**config.mk**
```make
export PLATFORM = sky130hd
export DESIGN_NAME = speed_sign_controller
export DESIGN_NICKNAME = d
export VERILOG_FILES = /design/src/hw/rtl/ssc_pkg.sv /design/src/hw/rtl/speed_sign_controller.sv /design/src/hw/rtl/ssc_cfg_regs.sv /design/src/hw/rtl/ssc_engine.sv
export SDC_FILE = /design/constraint.sdc
export NUM_CORES = 1
export LEC_CHECK = 0
export BUFFER_PORTS_ARGS = -buffer_cell sky130_fd_sc_hd__buf_2
export CAP_MARGIN = 20
export CORE_AREA = 3 3 125 127
export CTS_CLUSTER_SIZE = 25
export DETAILED_ROUTE_END_ITERATION = 12
export DIE_AREA = 0 0 128 130
export GPL_TIMING_DRIVEN = 0
export HOLD_SLACK_MARGIN = 0.12
export PLACE_DENSITY = 0.79
export SLEW_MARGIN = 40
export SYNTH_ARGS = -nofsm -noshare
export SYNTH_HDL_FRONTEND = slang
export SYNTH_HIERARCHICAL = 1
export SYNTH_SLANG_ARGS = --single-unit
```
**constraint.sdc**
```tcl
create_clock -name clk -period 10.42 [get_ports clk]
set_clock_uncertainty 0.05 [all_clocks]
set_input_delay 1.042 -clock clk [delete_from_list [all_inputs] [get_ports clk]]
set_output_delay 1.042 -clock clk [all_outputs]
set_load 0.02 [all_outputs]
```
**src/hw/rtl/ssc_pkg.sv**
```systemverilog
// Shared types, constants and helpers of the speed sign controller.
`default_nettype none

package ssc_pkg;

	localparam int TICKS_PER_SECOND = 100;
	localparam int TICK_W           = 7;
	localparam logic [TICK_W-1:0] TICK_LIMIT = TICK_W'(TICKS_PER_SECOND);

	localparam int CFG_INDEX_W = 3;
	localparam int CFG_DATA_W  = 8;

	// register indexes on the configuration port
	localparam logic [CFG_INDEX_W-1:0] REG_DAY_FIRST      = 3'd0;
	localparam logic [CFG_INDEX_W-1:0] REG_DAY_LAST       = 3'd1;
	localparam logic [CFG_INDEX_W-1:0] REG_DAY_LIMIT      = 3'd2;
	localparam logic [CFG_INDEX_W-1:0] REG_NIGHT_LIMIT    = 3'd3;
	localparam logic [CFG_INDEX_W-1:0] REG_TIMEOUT        = 3'd4;
	localparam logic [CFG_INDEX_W-1:0] REG_FAST_THRESHOLD = 3'd5;
	localparam logic [CFG_INDEX_W-1:0] REG_FAST_OFFSET    = 3'd6;
	localparam logic [CFG_INDEX_W-1:0] REG_SLOW_OFFSET    = 3'd7;

	localparam logic [7:0] ASCII_CR    = 8'd13;
	localparam logic [7:0] ASCII_SPACE = 8'd32;
	localparam logic [7:0] ASCII_ZERO  = 8'd48;
	localparam logic [6:0] THREE_DIGIT_SPEED = 7'd99;

	localparam logic [1:0] LAMP_OFF   = 2'd0;
	localparam logic [1:0] LAMP_DAY   = 2'd1;
	localparam logic [1:0] LAMP_NIGHT = 2'd2;

	localparam logic EVT_FRAME   = 1'b0;
	localparam logic EVT_TIMEOUT = 1'b1;

	typedef enum logic [1:0] {
		CMD_BYTE = 2'd0,
		CMD_TICK = 2'd1,
		CMD_HOUR = 2'd2
	} cmd_t;

	typedef enum logic [2:0] {
		POS_FIRST,
		POS_SECOND,
		POS_THIRD,
		POS_FOURTH,
		POS_FIFTH
	} pos_t;

	typedef enum logic [1:0] {
		KIND_NONE,
		KIND_TWO,
		KIND_THREE
	} kind_t;

	typedef struct packed {
		logic [4:0] day_first_hour;
		logic [4:0] day_last_hour;
		logic [7:0] day_limit;
		logic [7:0] night_limit;
		logic [7:0] timeout_seconds;
		logic [6:0] fast_threshold;
		logic [3:0] fast_offset;
		logic [3:0] slow_offset;
	} cfg_t;

	typedef struct packed {
		logic       event_kind;
		logic [6:0] speed;
		logic       frame_error;
		logic       digits_update;
		logic [7:0] tens_segments;
		logic [7:0] ones_segments;
		logic [1:0] limit_lamp;
		logic       red_on;
		logic       green_on;
	} res_t;

	function automatic logic is_digit(input logic [7:0] b);
		return (b >= ASCII_ZERO) && (b <= ASCII_ZERO + 8'd9);
	endfunction

	// a..g,dp in bits 7..0; anything above nine is blank
	function automatic logic [7:0] seg_of(input logic [3:0] v);
		logic [7:0] s;
		case (v)
			4'd0: s = 8'b1111_1100;
			4'd1: s = 8'b0110_0000;
			4'd2: s = 8'b1101_1010;
			4'd3: s = 8'b1111_0010;
			4'd4: s = 8'b0110_0110;
			4'd5: s = 8'b1011_0110;
			4'd6: s = 8'b1011_1110;
			4'd7: s = 8'b1110_0000;
			4'd8: s = 8'b1111_1110;
			4'd9: s = 8'b1111_0110;
			default: s = 8'b0000_0000;
		endcase
		return s;
	endfunction

endpackage

`default_nettype wire

```
**src/hw/rtl/speed_sign_controller.sv**
```systemverilog
// Top level of the speed sign controller: input stage, engine and result register.
//
// Radar speed sign controller. Each request on the input channel is a radar
// ASCII byte (cmd 0), a 10 ms tick (cmd 1) or a BCD hour update (cmd 2);
// cmd 3 is dropped. A request is taken into an input register, handled in
// one pass by the engine when that register advances, and any result lands
// in a result register. The block accepts one request per cycle sustained;
// the input register only holds (and stall rises) while the result register
// is full and stalled downstream. A frame result is produced by the byte that
// completes a frame; a blanking result by the tick that reaches the timeout
// in seconds. Hour updates and mid-frame bytes produce no result.
// Configuration registers are written over the cfg channel, which is always
// ready; write them only while the block is idle.
`default_nettype none

module speed_sign_controller (
	input  wire logic                            clk,
	input  wire logic                            arst_n,
	// request channel
	input  wire logic                            in_valid,
	output logic                                 in_stall,
	input  wire logic [1:0]                      cmd,
	input  wire logic [7:0]                      data,
	// result channel
	output logic                                 out_valid,
	input  wire logic                            out_stall,
	output logic                                 event_kind,
	output logic [6:0]                           speed,
	output logic                                 frame_error,
	output logic                                 digits_update,
	output logic [7:0]                           tens_segments,
	output logic [7:0]                           ones_segments,
	output logic [1:0]                           limit_lamp,
	output logic                                 red_on,
	output logic                                 green_on,
	// configuration write channel
	input  wire logic                            cfg_valid,
	output logic                                 cfg_ready,
	input  wire logic [ssc_pkg::CFG_INDEX_W-1:0] cfg_index,
	input  wire logic [ssc_pkg::CFG_DATA_W-1:0]  cfg_data
);
	import ssc_pkg::*;

	cfg_t       cfg;

	// input stage
	logic       valid_s1;
	logic [1:0] cmd_s1;
	logic [7:0] data_s1;

	// result register
	logic       out_valid_q;
	res_t       res_q;

	logic       advance;
	logic       res_valid;
	res_t       res;

	ssc_cfg_regs u_cfg (
		.clk       (clk),
		.arst_n    (arst_n),
		.cfg_valid (cfg_valid),
		.cfg_ready (cfg_ready),
		.cfg_index (cfg_index),
		.cfg_data  (cfg_data),
		.cfg       (cfg)
	);

	// the stage moves whenever the result register is empty or draining
	assign advance  = valid_s1 && (!out_valid_q || !out_stall);
	assign in_stall = valid_s1 && !advance;

	always_ff @(posedge clk or negedge arst_n) begin
		if (!arst_n) begin
			valid_s1 <= 1'b0;
		end else if (!in_stall) begin
			valid_s1 <= in_valid;
		end
	end

	always_ff @(posedge clk) begin
		if (in_valid && !in_stall) begin
			cmd_s1  <= cmd;
			data_s1 <= data;
		end
	end

	ssc_engine u_engine (
		.clk       (clk),
		.arst_n    (arst_n),
		.go        (advance),
		.cmd       (cmd_s1),
		.data      (data_s1),
		.cfg       (cfg),
		.res_valid (res_valid),
		.res       (res)
	);

	always_ff @(posedge clk or negedge arst_n) begin
		if (!arst_n) begin
			out_valid_q <= 1'b0;
		end else if (advance && res_valid) begin
			out_valid_q <= 1'b1;
		end else if (!out_stall) begin
			out_valid_q <= 1'b0;
		end
	end

	always_ff @(posedge clk) begin
		if (advance && res_valid) begin
			res_q <= res;
		end
	end

	assign out_valid     = out_valid_q;
	assign event_kind    = res_q.event_kind;
	assign speed         = res_q.speed;
	assign frame_error   = res_q.frame_error;
	assign digits_update = res_q.digits_update;
	assign tens_segments = res_q.tens_segments;
	assign ones_segments = res_q.ones_segments;
	assign limit_lamp    = res_q.limit_lamp;
	assign red_on        = res_q.red_on;
	assign green_on      = res_q.green_on;

	// an accepted request is always held in the input stage next cycle
	a_accept_lands: assert property (@(posedge clk) disable iff (!arst_n)
		(in_valid && !in_stall) |=> valid_s1)
		else $error("accepted request missing from input stage");

	// stall only comes from a full, stalled result register
	a_stall_cause: assert property (@(posedge clk) disable iff (!arst_n)
		in_stall |-> (out_valid_q && out_stall))
		else $error("input stalled without downstream back-pressure");

	// a new result always comes from a request that was in the input stage
	a_result_source: assert property (@(posedge clk) disable iff (!arst_n)
		$rose(out_valid_q) |-> $past(valid_s1))
		else $error("result appeared without a request");

endmodule

`default_nettype wire

```
**src/hw/rtl/ssc_cfg_regs.sv**
```systemverilog
// Configuration register file of the speed sign controller.
`default_nettype none

module ssc_cfg_regs (
	input  wire logic                           clk,
	input  wire logic                           arst_n,
	input  wire logic                           cfg_valid,
	output logic                                cfg_ready,
	input  wire logic [ssc_pkg::CFG_INDEX_W-1:0] cfg_index,
	input  wire logic [ssc_pkg::CFG_DATA_W-1:0]  cfg_data,
	output ssc_pkg::cfg_t                       cfg
);
	import ssc_pkg::*;

	cfg_t cfg_q;

	assign cfg_ready = 1'b1;
	assign cfg       = cfg_q;

	always_ff @(posedge clk or negedge arst_n) begin
		if (!arst_n) begin
			cfg_q.day_first_hour  <= 5'd7;
			cfg_q.day_last_hour   <= 5'd18;
			cfg_q.day_limit       <= 8'd30;
			cfg_q.night_limit     <= 8'd50;
			cfg_q.timeout_seconds <= 8'd5;
			cfg_q.fast_threshold  <= 7'd45;
			cfg_q.fast_offset     <= 4'd5;
			cfg_q.slow_offset     <= 4'd3;
		end else if (cfg_valid && cfg_ready) begin
			case (cfg_index)
				REG_DAY_FIRST:      cfg_q.day_first_hour  <= cfg_data[4:0];
				REG_DAY_LAST:       cfg_q.day_last_hour   <= cfg_data[4:0];
				REG_DAY_LIMIT:      cfg_q.day_limit       <= cfg_data;
				REG_NIGHT_LIMIT:    cfg_q.night_limit     <= cfg_data;
				REG_TIMEOUT:        cfg_q.timeout_seconds <= cfg_data;
				REG_FAST_THRESHOLD: cfg_q.fast_threshold  <= cfg_data[6:0];
				REG_FAST_OFFSET:    cfg_q.fast_offset     <= cfg_data[3:0];
				REG_SLOW_OFFSET:    cfg_q.slow_offset     <= cfg_data[3:0];
				default: ;
			endcase
		end
	end

endmodule

`default_nettype wire

```
**src/hw/rtl/ssc_engine.sv**
```systemverilog
// Frame parser, timeout counter and result builder of the speed sign controller.
`default_nettype none

module ssc_engine (
	input  wire logic          clk,
	input  wire logic          arst_n,
	input  wire logic          go,
	input  wire logic [1:0]    cmd,
	input  wire logic [7:0]    data,
	input  wire ssc_pkg::cfg_t cfg,
	output logic               res_valid,
	output ssc_pkg::res_t      res
);
	import ssc_pkg::*;

	pos_t              pos_q, pos_n;
	kind_t             kind_q, kind_n;
	logic [7:0]        first_q, first_n;
	logic [7:0]        second_q, second_n;
	logic              fourth_cr_q, fourth_cr_n;
	logic [TICK_W-1:0] tick_q, tick_n;
	logic [7:0]        sec_q, sec_n;
	logic [7:0]        hour_q, hour_n;
	logic              latched_q, latched_n;
	logic [1:0]        lamp_q, lamp_n;

	logic              fin;
	logic [6:0]        fin_spd;
	logic              fin_err;
	logic              blank;
	logic [6:0]        two_val;
	logic [6:0]        two_spd;
	logic [14:0]       tens_prod;
	logic [3:0]        tens;
	logic [6:0]        tens_x10;
	logic [3:0]        ones;
	logic              day;
	logic [7:0]        limit;
	logic              red;
	logic [TICK_W-1:0] tick_inc;

	// state register
	always_ff @(posedge clk or negedge arst_n) begin
		if (!arst_n) begin
			pos_q       <= POS_FIRST;
			kind_q      <= KIND_NONE;
			first_q     <= '0;
			second_q    <= '0;
			fourth_cr_q <= 1'b0;
			tick_q      <= '0;
			sec_q       <= '0;
			hour_q      <= '0;
			latched_q   <= 1'b0;
			lamp_q      <= LAMP_OFF;
		end else if (go) begin
			pos_q       <= pos_n;
			kind_q      <= kind_n;
			first_q     <= first_n;
			second_q    <= second_n;
			fourth_cr_q <= fourth_cr_n;
			tick_q      <= tick_n;
			sec_q       <= sec_n;
			hour_q      <= hour_n;
			latched_q   <= latched_n;
			lamp_q      <= lamp_n;
		end
	end

	// two-digit value: digits checked before use, low nibble is the digit
	assign two_val = 7'({first_q[3:0], 3'b000}) + 7'({first_q[3:0], 1'b0})
		+ 7'(second_q[3:0]);
	assign two_spd = two_val + ((two_val > cfg.fast_threshold)
		? 7'(cfg.fast_offset) : 7'(cfg.slow_offset));

	assign day = ({3'b000, cfg.day_first_hour} <= hour_q)
		&& (hour_q <= {3'b000, cfg.day_last_hour});
	assign limit = day ? cfg.day_limit : cfg.night_limit;

	// divide by ten: x*205 >> 11 is exact over the speed range
	assign tens_prod = 15'(fin_spd) * 15'd205;
	assign tens      = tens_prod[14:11];
	assign tens_x10  = 7'({tens, 3'b000}) + 7'({tens, 1'b0});
	assign ones      = 4'(fin_spd - tens_x10);
	assign red       = {1'b0, fin_spd} > limit;

	assign tick_inc = tick_q + TICK_W'(1);

	always_comb begin
		pos_n       = pos_q;
		kind_n      = kind_q;
		first_n     = first_q;
		second_n    = second_q;
		fourth_cr_n = fourth_cr_q;
		tick_n      = tick_q;
		sec_n       = sec_q;
		hour_n      = hour_q;
		latched_n   = latched_q;
		lamp_n      = lamp_q;
		fin         = 1'b0;
		fin_spd     = '0;
		fin_err     = 1'b0;
		blank       = 1'b0;

		case (cmd)
			CMD_BYTE: begin
				case (pos_q)
					POS_FIRST: begin
						first_n = data;
						pos_n   = POS_SECOND;
					end
					POS_SECOND: begin
						second_n = data;
						pos_n    = POS_THIRD;
					end
					POS_THIRD: begin
						if (data == ASCII_CR) begin
							kind_n = KIND_TWO;
							pos_n  = POS_FOURTH;
						end else if (data == ASCII_SPACE) begin
							fin     = 1'b1;
							fin_spd = is_digit(first_q) ? 7'(first_q[3:0]) : 7'd0;
						end else if (is_digit(data)) begin
							kind_n = KIND_THREE;
							pos_n  = POS_FOURTH;
						end else begin
							fin     = 1'b1;
							fin_err = 1'b1;
						end
					end
					POS_FOURTH: begin
						if (kind_q == KIND_THREE) begin
							fourth_cr_n = (data == ASCII_CR);
							pos_n       = POS_FIFTH;
						end else begin
							fin = 1'b1;
							if (is_digit(first_q) && is_digit(second_q))
								fin_spd = two_spd;
						end
					end
					default: begin
						fin = 1'b1;
						if (fourth_cr_q && (data == ASCII_SPACE))
							fin_spd = THREE_DIGIT_SPEED;
					end
				endcase
			end
			CMD_TICK: begin
				if (tick_inc >= TICK_LIMIT) begin
					tick_n = '0;
					sec_n  = sec_q + 8'd1;
				end else begin
					tick_n = tick_inc;
				end
				if (sec_n >= cfg.timeout_seconds) begin
					blank     = 1'b1;
					sec_n     = '0;
					latched_n = 1'b0;
					lamp_n    = LAMP_OFF;
				end
			end
			CMD_HOUR: begin
				hour_n = 8'({data[7:4], 3'b000}) + 8'({data[7:4], 1'b0})
					+ 8'(data[3:0]);
			end
			default: ;
		endcase

		if (fin) begin
			pos_n       = POS_FIRST;
			kind_n      = KIND_NONE;
			fourth_cr_n = 1'b0;
			tick_n      = '0;
			sec_n       = '0;
			if (!latched_q) begin
				lamp_n    = day ? LAMP_DAY : LAMP_NIGHT;
				latched_n = 1'b1;
			end
		end
	end

	always_comb begin
		res       = '0;
		res_valid = fin || blank;
		if (blank) begin
			res.event_kind    = EVT_TIMEOUT;
			res.digits_update = 1'b1;
		end else begin
			res.event_kind  = EVT_FRAME;
			res.speed       = fin_spd;
			res.frame_error = fin_err;
			res.limit_lamp  = lamp_n;
			res.red_on      = red;
			res.green_on    = !red;
			if (fin_spd != 7'd0) begin
				res.digits_update = 1'b1;
				res.tens_segments = (tens != 4'd0) ? seg_of(tens) : 8'd0;
				res.ones_segments = seg_of(ones);
			end
		end
	end

endmodule

`default_nettype wire

```
# == Yosys cells after proc, flatten, opt, wreduce, memory -nomap -nowiden ==
# Memories as Yosys holds them, arrays and structs flattened.
# Index checks and enable logic that the tools add are counted.
# totals
romBits,224
reg_bits,139
word_cells,184
memories,2
# mem_list
memory,words,word_bits,rd,rd_ports_with_merged_regs,wr,line,text
(name not given),16,7,1,0,0,ssc_pkg.sv:85,case (v)
(name not given),16,7,1,0,0,ssc_pkg.sv:85,
# classes
eq_ne,20
bitwise_logic,4
order_cmp,12
n_mul,1
muxes,57
n_addsub,9
reduce_logical,48
# ops
op,n
7-bit two-way mux,9
8-bit two-way mux,7
8-bit by 6-bit greater-or-equal comparator with 1-bit output (second input constant),3
8-bit by 6-bit less-or-equal comparator with 1-bit output (second input constant),3
2-bit two-way mux,11
7-bit case mux with 3 select lines,1
2-bit AND reduction,10
1-bit two-way mux,18
3-bit two-way mux,6
17-bit two-way mux,1
7-bit by 8-bit multiplier with 15-bit output (second input constant),1
3-bit by 2-bit == test with 1-bit output (second input constant),4
3-bit == test (second input constant),4
3-bit case mux with 4 select lines,1
1-bit logical AND,10
2-bit nonzero test,5
7-bit by 5-bit adder with 8-bit output,1
8-bit by 1-bit adder with 8-bit output (second input constant),1
8-bit by 4-bit adder with 8-bit output,1
8-bit by 4-bit == test with 1-bit output (second input constant),1
8-bit by 6-bit == test with 1-bit output (second input constant),1
8-bit greater-or-equal comparator,1
7-bit by 8-bit greater-than comparator with 1-bit output,1
5-bit by 8-bit less-or-equal comparator with 1-bit output,1
34 further kinds,49

# == Logic depth before layout (Yosys ltp) ==
# An unclocked memory read counts as a cell.
# logic_depth
word_depth,14
depth_mapped,44
mapped_depth_nobuf,44

# == By module ==
# The synthesis kept the hierarchy.
# modules_own_cells
mod,cells_per_inst,n_inst,area_each_um2,seq_area_each_um2
ssc_engine,658,1,5713.0,1201.2
ssc_cfg_regs,113,1,1960.6,1253.7
speed_sign_controller,51,1,1300.0,1251.2

# == Least setup slack after synthesis ==
# OpenSTA, ideal clock, no wires.
# synth_timing
path_type,register to register
from,register u_engine.first_q[2]
to,"register res_q (netlist bit ones_segments[4]), data pin"
n_path_buf,0
stages_incl_launch_ff,42
path_slack_ns,1.581
setup_time_ns,0.143
arrival_time_ns,8.646
t_required_ns,10.227
cell_sequence,dfrtp_1 -> inv_1 -> fa_1 -> inv_1 -> ha_1 -> a21o_1 -> a21oi_1 -> xnor2_2 -> ha_1 -> nor2b_1 -> o21ai_0 -> o21ai_0 -> o22ai_1 -> mux2_2 -> ha_1 -> inv_1 -> fa_1 -> nor2b_1 -> [6 not listed] -> ha_1 -> ha_1 -> fa_1 -> inv_1 -> fa_1 -> inv_1 -> ha_1 -> a21oi_1 -> o221ai_1 -> a21o_1 -> or2_1 -> xnor2_1 -> inv_2 -> ha_1 -> a211oi_1 -> xnor3_2 -> or2_4 -> a21oi_2
# synth_via
elab_chain_len,13
elab_cells_between_ends,23
classes_between,add/sub: 5; mul: 1; order compare: 3; mux: 8; bitwise: 1; reduce/logical: 4; memory: 1
# synth_lines
element,line,text
start: declaration,ssc_engine.sv:18,"logic [7:0] first_q, first_n;"
start signal: assignment,ssc_engine.sv:58,first_q <= first_n;
7-bit by 5-bit adder with 7-bit output,ssc_engine.sv:70,"assign two_val = 7'({first_q[3:0], 3'b000}) + 7'({first_q[3:0], 1'b0})"
7-bit by 4-bit adder with 7-bit output,ssc_engine.sv:71,+ 7'(second_q[3:0]);
7-bit greater-than comparator,ssc_engine.sv:72,assign two_spd = two_val + ((two_val > cfg.fast_threshold)
4-bit two-way mux,ssc_engine.sv:73,? 7'(cfg.fast_offset) : 7'(cfg.slow_offset));
7-bit adder,ssc_engine.sv:72,
7-bit two-way mux,ssc_engine.sv:136,if (is_digit(first_q) && is_digit(second_q))
7-bit two-way mux,ssc_engine.sv:131,if (kind_q == KIND_THREE) begin
7-bit case mux with 3 select lines (*),ssc_engine.sv:106,case (pos_q)
7-bit two-way mux (*),ssc_engine.sv:104,case (cmd)
7-bit by 8-bit multiplier with 15-bit output,ssc_engine.sv:80,assign tens_prod = 15'(fin_spd) * 15'd205;
4-bit adder,ssc_engine.sv:82,"assign tens_x10 = 7'({tens, 3'b000}) + 7'({tens, 1'b0});"
4-bit subtractor,ssc_engine.sv:83,assign ones = 4'(fin_spd - tens_x10);
memory 16 x 7 bit,n/a,
end signal: assignment,speed_sign_controller.sv:111,res_q <= res;
end: declaration,speed_sign_controller.sv:53,res_t res_q;
# Every way passes the cells marked *; elsewhere a longest branch is shown, timed or not.
# A chain may end at the register's enable or synchronous reset.

# == Worst setup path in the final report ==
# layout_timing
from,register u_engine.first_q[2]
to,"register res_q (netlist bit ones_segments[1]), data pin"
# Same word-level chain as after synthesis.

==> reports/metrics.yaml <==
timing:
  fin_crit_sh: 0.9528
  min_period_ps: 9928
  hold_viol_final: 0
  tightest_slew_ps: 769.6
  final_critical_path_setup_slack_ps: 491.6
  fin_setup_tns_ps: 0
  maxSlewHeadroom: 0.4869
  slew_viol_final: 0
  fmax_mhz: 100.7
  report.final.setup_viol: 0
  whs_ps: 424.5
worst_hold_path:
  min_path_type: "flop to flop"
  holdPathStages: 2
outcome:
  status: "completed"
detailed_routing:
  vias_per_cell: 5.709
  wl_um: 18370
  antenna_left: 0
  first_iter_violations: 346
  wire_per_inst_um: 16.74
  drtPass1Iterations: 5
  vias: 6263
  drc: 0
place:
  preCtsSetupSlack_ps: 353.7
  hpwlAfterDp_um: 13560
  place.gp.congestion: 0.8617
  dp_cells: 1063
  io_buffers: 54
  placedInstanceArea_mm2: 0.009542
global_route:
  use_met1: 0.2934
  use_met2: 0.4137
  grt_pass1_vias: 6353
  met3_usage: 0.04707
  top_usage_layer: "met2"
  grt_usage: 0.2358
  grt_max_degree: 57
  grt_overflow_total: 0
  antenna_found_initial: 0
  grt_first_pass_wirelength_um: 30970
final_layout:
  final_core_util: 0.6996
  layout-drive-gt1-share: 0.2607
  multiInputGateArea_mm2: 0.004853
  final_cell_mix: "95 x ha_1, 88 x inv_1, 77 x dfrtp_1"
  post-route-cell-area_mm2: 0.01017
  final_cells: 1097
  register_area_mm2: 0.003706
  fin_nets: 1034
  nFillCells: 1077
  area_delta_synth_final_pct: 13.32
  layout_commonest_cell: "ha_1"
  n_antenna_cell: 0
critical_path:
  required_ps: 10620
  cpMostUsedCell: "ha_1"
  crit_fanout: 9
  critPathArrivalTime_ps: 10130
  slowest_delay_ps: 580
  crit_path_end_kind: "flop"
  worst-setup-path-type: "flop to flop"
  startpoint_type: "flop"
  r2r_cells: 42
  crit_path_top_delay_cell: "fa_1"
die:
  core_area_mm2: 0.01453
  floorplan.die_area_mm2: 0.01664
  die_h_um: 130
  die_w_um: 128
  start_util: 0.6174
  row_count: 44
  ios: 59
synth:
  synthesis.instances: 822
  yosysWarnings: 6
  ys_ff_latch: 139
  ys_types: 88
  synth-async-reset-ratio: 0.7122
  netlist_area_mm2: 0.008974
  ys_top_cells_by_area: "dfrtp_1 21%, edfxtp_1 13%, ha_1 13%"
  syn_avg_cell_area_um2: 10.92
  synth-edff-count: 40
  synth_top_area_share: 0.2147
  yosysSeqAreaShare: 0.4130
  yosysTopAreaCell: "dfrtp_1"
  synth_flop_cell: "dfrtp_1"
clock_network:
  cts_tree: "yes"
  clk_path_buf_depth: 2
  clkSinkCount: 139
  numCtsBuffers: 17
  cts-root-buf: "clkbuf_16"
  ctsHtreeMaxLevel: 4
  insertion_delay_ps: 420
  clk_pin_slew_ps: 60
power_and_ir_drop:
  leakage_nw: 4.827
  power_mw: 2.319
  p_per_area_mw_per_mm2: 228.1
  ir_worst_vdd_mv: 0.1591
run:
  cap_violations: 0
[metal layers]
layer	routed length, um	vias up	share of wire
li1	-	3062	-
met1	8049	3042	0.44
met2	9279	126	0.51
met3	599	33	0.033
met4	437	0	0.024
met5	0	-	0
[cell usage after synthesis (7+ instances only)]
cell / count
ha_1: 95
inv_1: 88
dfrtp_1: 77
mux2_2: 76
nand2_1: 52
edfxtp_1: 40
o21ai_0: 38
a21oi_1: 36
nor2_1: 36
dfstp_2: 22
nand2b_1: 16
nand3_1: 16
xnor2_1: 14
fa_1: 13
xor2_1: 12
a21o_1: 11
nand4_1: 11
nor2b_1: 11
mux2i_1: 10
o21a_1: 9
o21ai_1: 9
clkbuf_1: 7
[flip-flops by register name, indices dropped and copies added (netlist names), 2 cells and up]
signal / count
u_cfg/cfg: 49
data_s1: 8
ones_segments: 8
tens_segments: 8
u_engine/first_q: 8
u_engine/hour_q: 8
u_engine/sec_q: 8
u_engine/second_q: 8
speed: 7
u_engine/tick_q: 7
u_engine/pos_q: 3
cmd_s1: 2
limit_lamp: 2
u_engine/kind_q: 2
u_engine/lamp_q: 2
[worst paths after layout]
check	end	from	slack, ps
worst max-delay path	ones_segments[1]	u_engine/first_q[2]	490
worst min-delay path	u_engine/latched_q	u_engine/latched_q	420
worst max register to register	ones_segments[1]	u_engine/first_q[2]	490
worst min register to register	u_engine/latched_q	u_engine/latched_q	420
max in group asynchronous	u_cfg/cfg[15]	arst_n	9260
min in group asynchronous	u_cfg/cfg[47]	arst_n	470
[worst max-delay path, delay by kind of cell (launching register included)]
family	cells	cell delay (ps)
buf+inv	6	460
mux	1	420
fa+ha+maj	11	3700
compound gates	14	2860
xor+xnor	4	1040
flops	1	420
simple gates	6	800
[timing repair]
action | CTS | global route
setup endpoints to repair | 0 | 13
hold buffers | 0 | 0
setup buffers | 0 | 2
resized for setup | 0 | 4
[report_power, final]
part | leakage, nW | internal (mW) | total (mW) | switching (mW)
logic | 2.96 | 0.429 | 0.940 | 0.511
clock network | 0.289 | 0.381 | 0.606 | 0.225
registers | 1.57 | 0.692 | 0.773 | 0.0813
[area by class of cell]
cell class	instances	share of cell area
sequential	139	0.3645
clock inverter	12	0.01440
timing repair buffer	58	0.03322
buffer	20	0.01120
clock buffer	20	0.04393
inverter	89	0.03285
tap	184	0.02264
multi-input combinational	575	0.4773
[logic make-up (layout without fill, tap and decap cells)]
family,count (synthesis),after routing,synth area share
fa+ha+maj,108,108,0.1615
mux,86,86,0.1065
simple gates,201,201,0.1306
flops,139,139,0.4130
xor+xnor,29,29,0.03291
other cells,2,3,0.0008369
compound gates,148,148,0.1047
buf+inv,109,199,0.04992
Note: power is estimated with default switching activity, not from simulation.
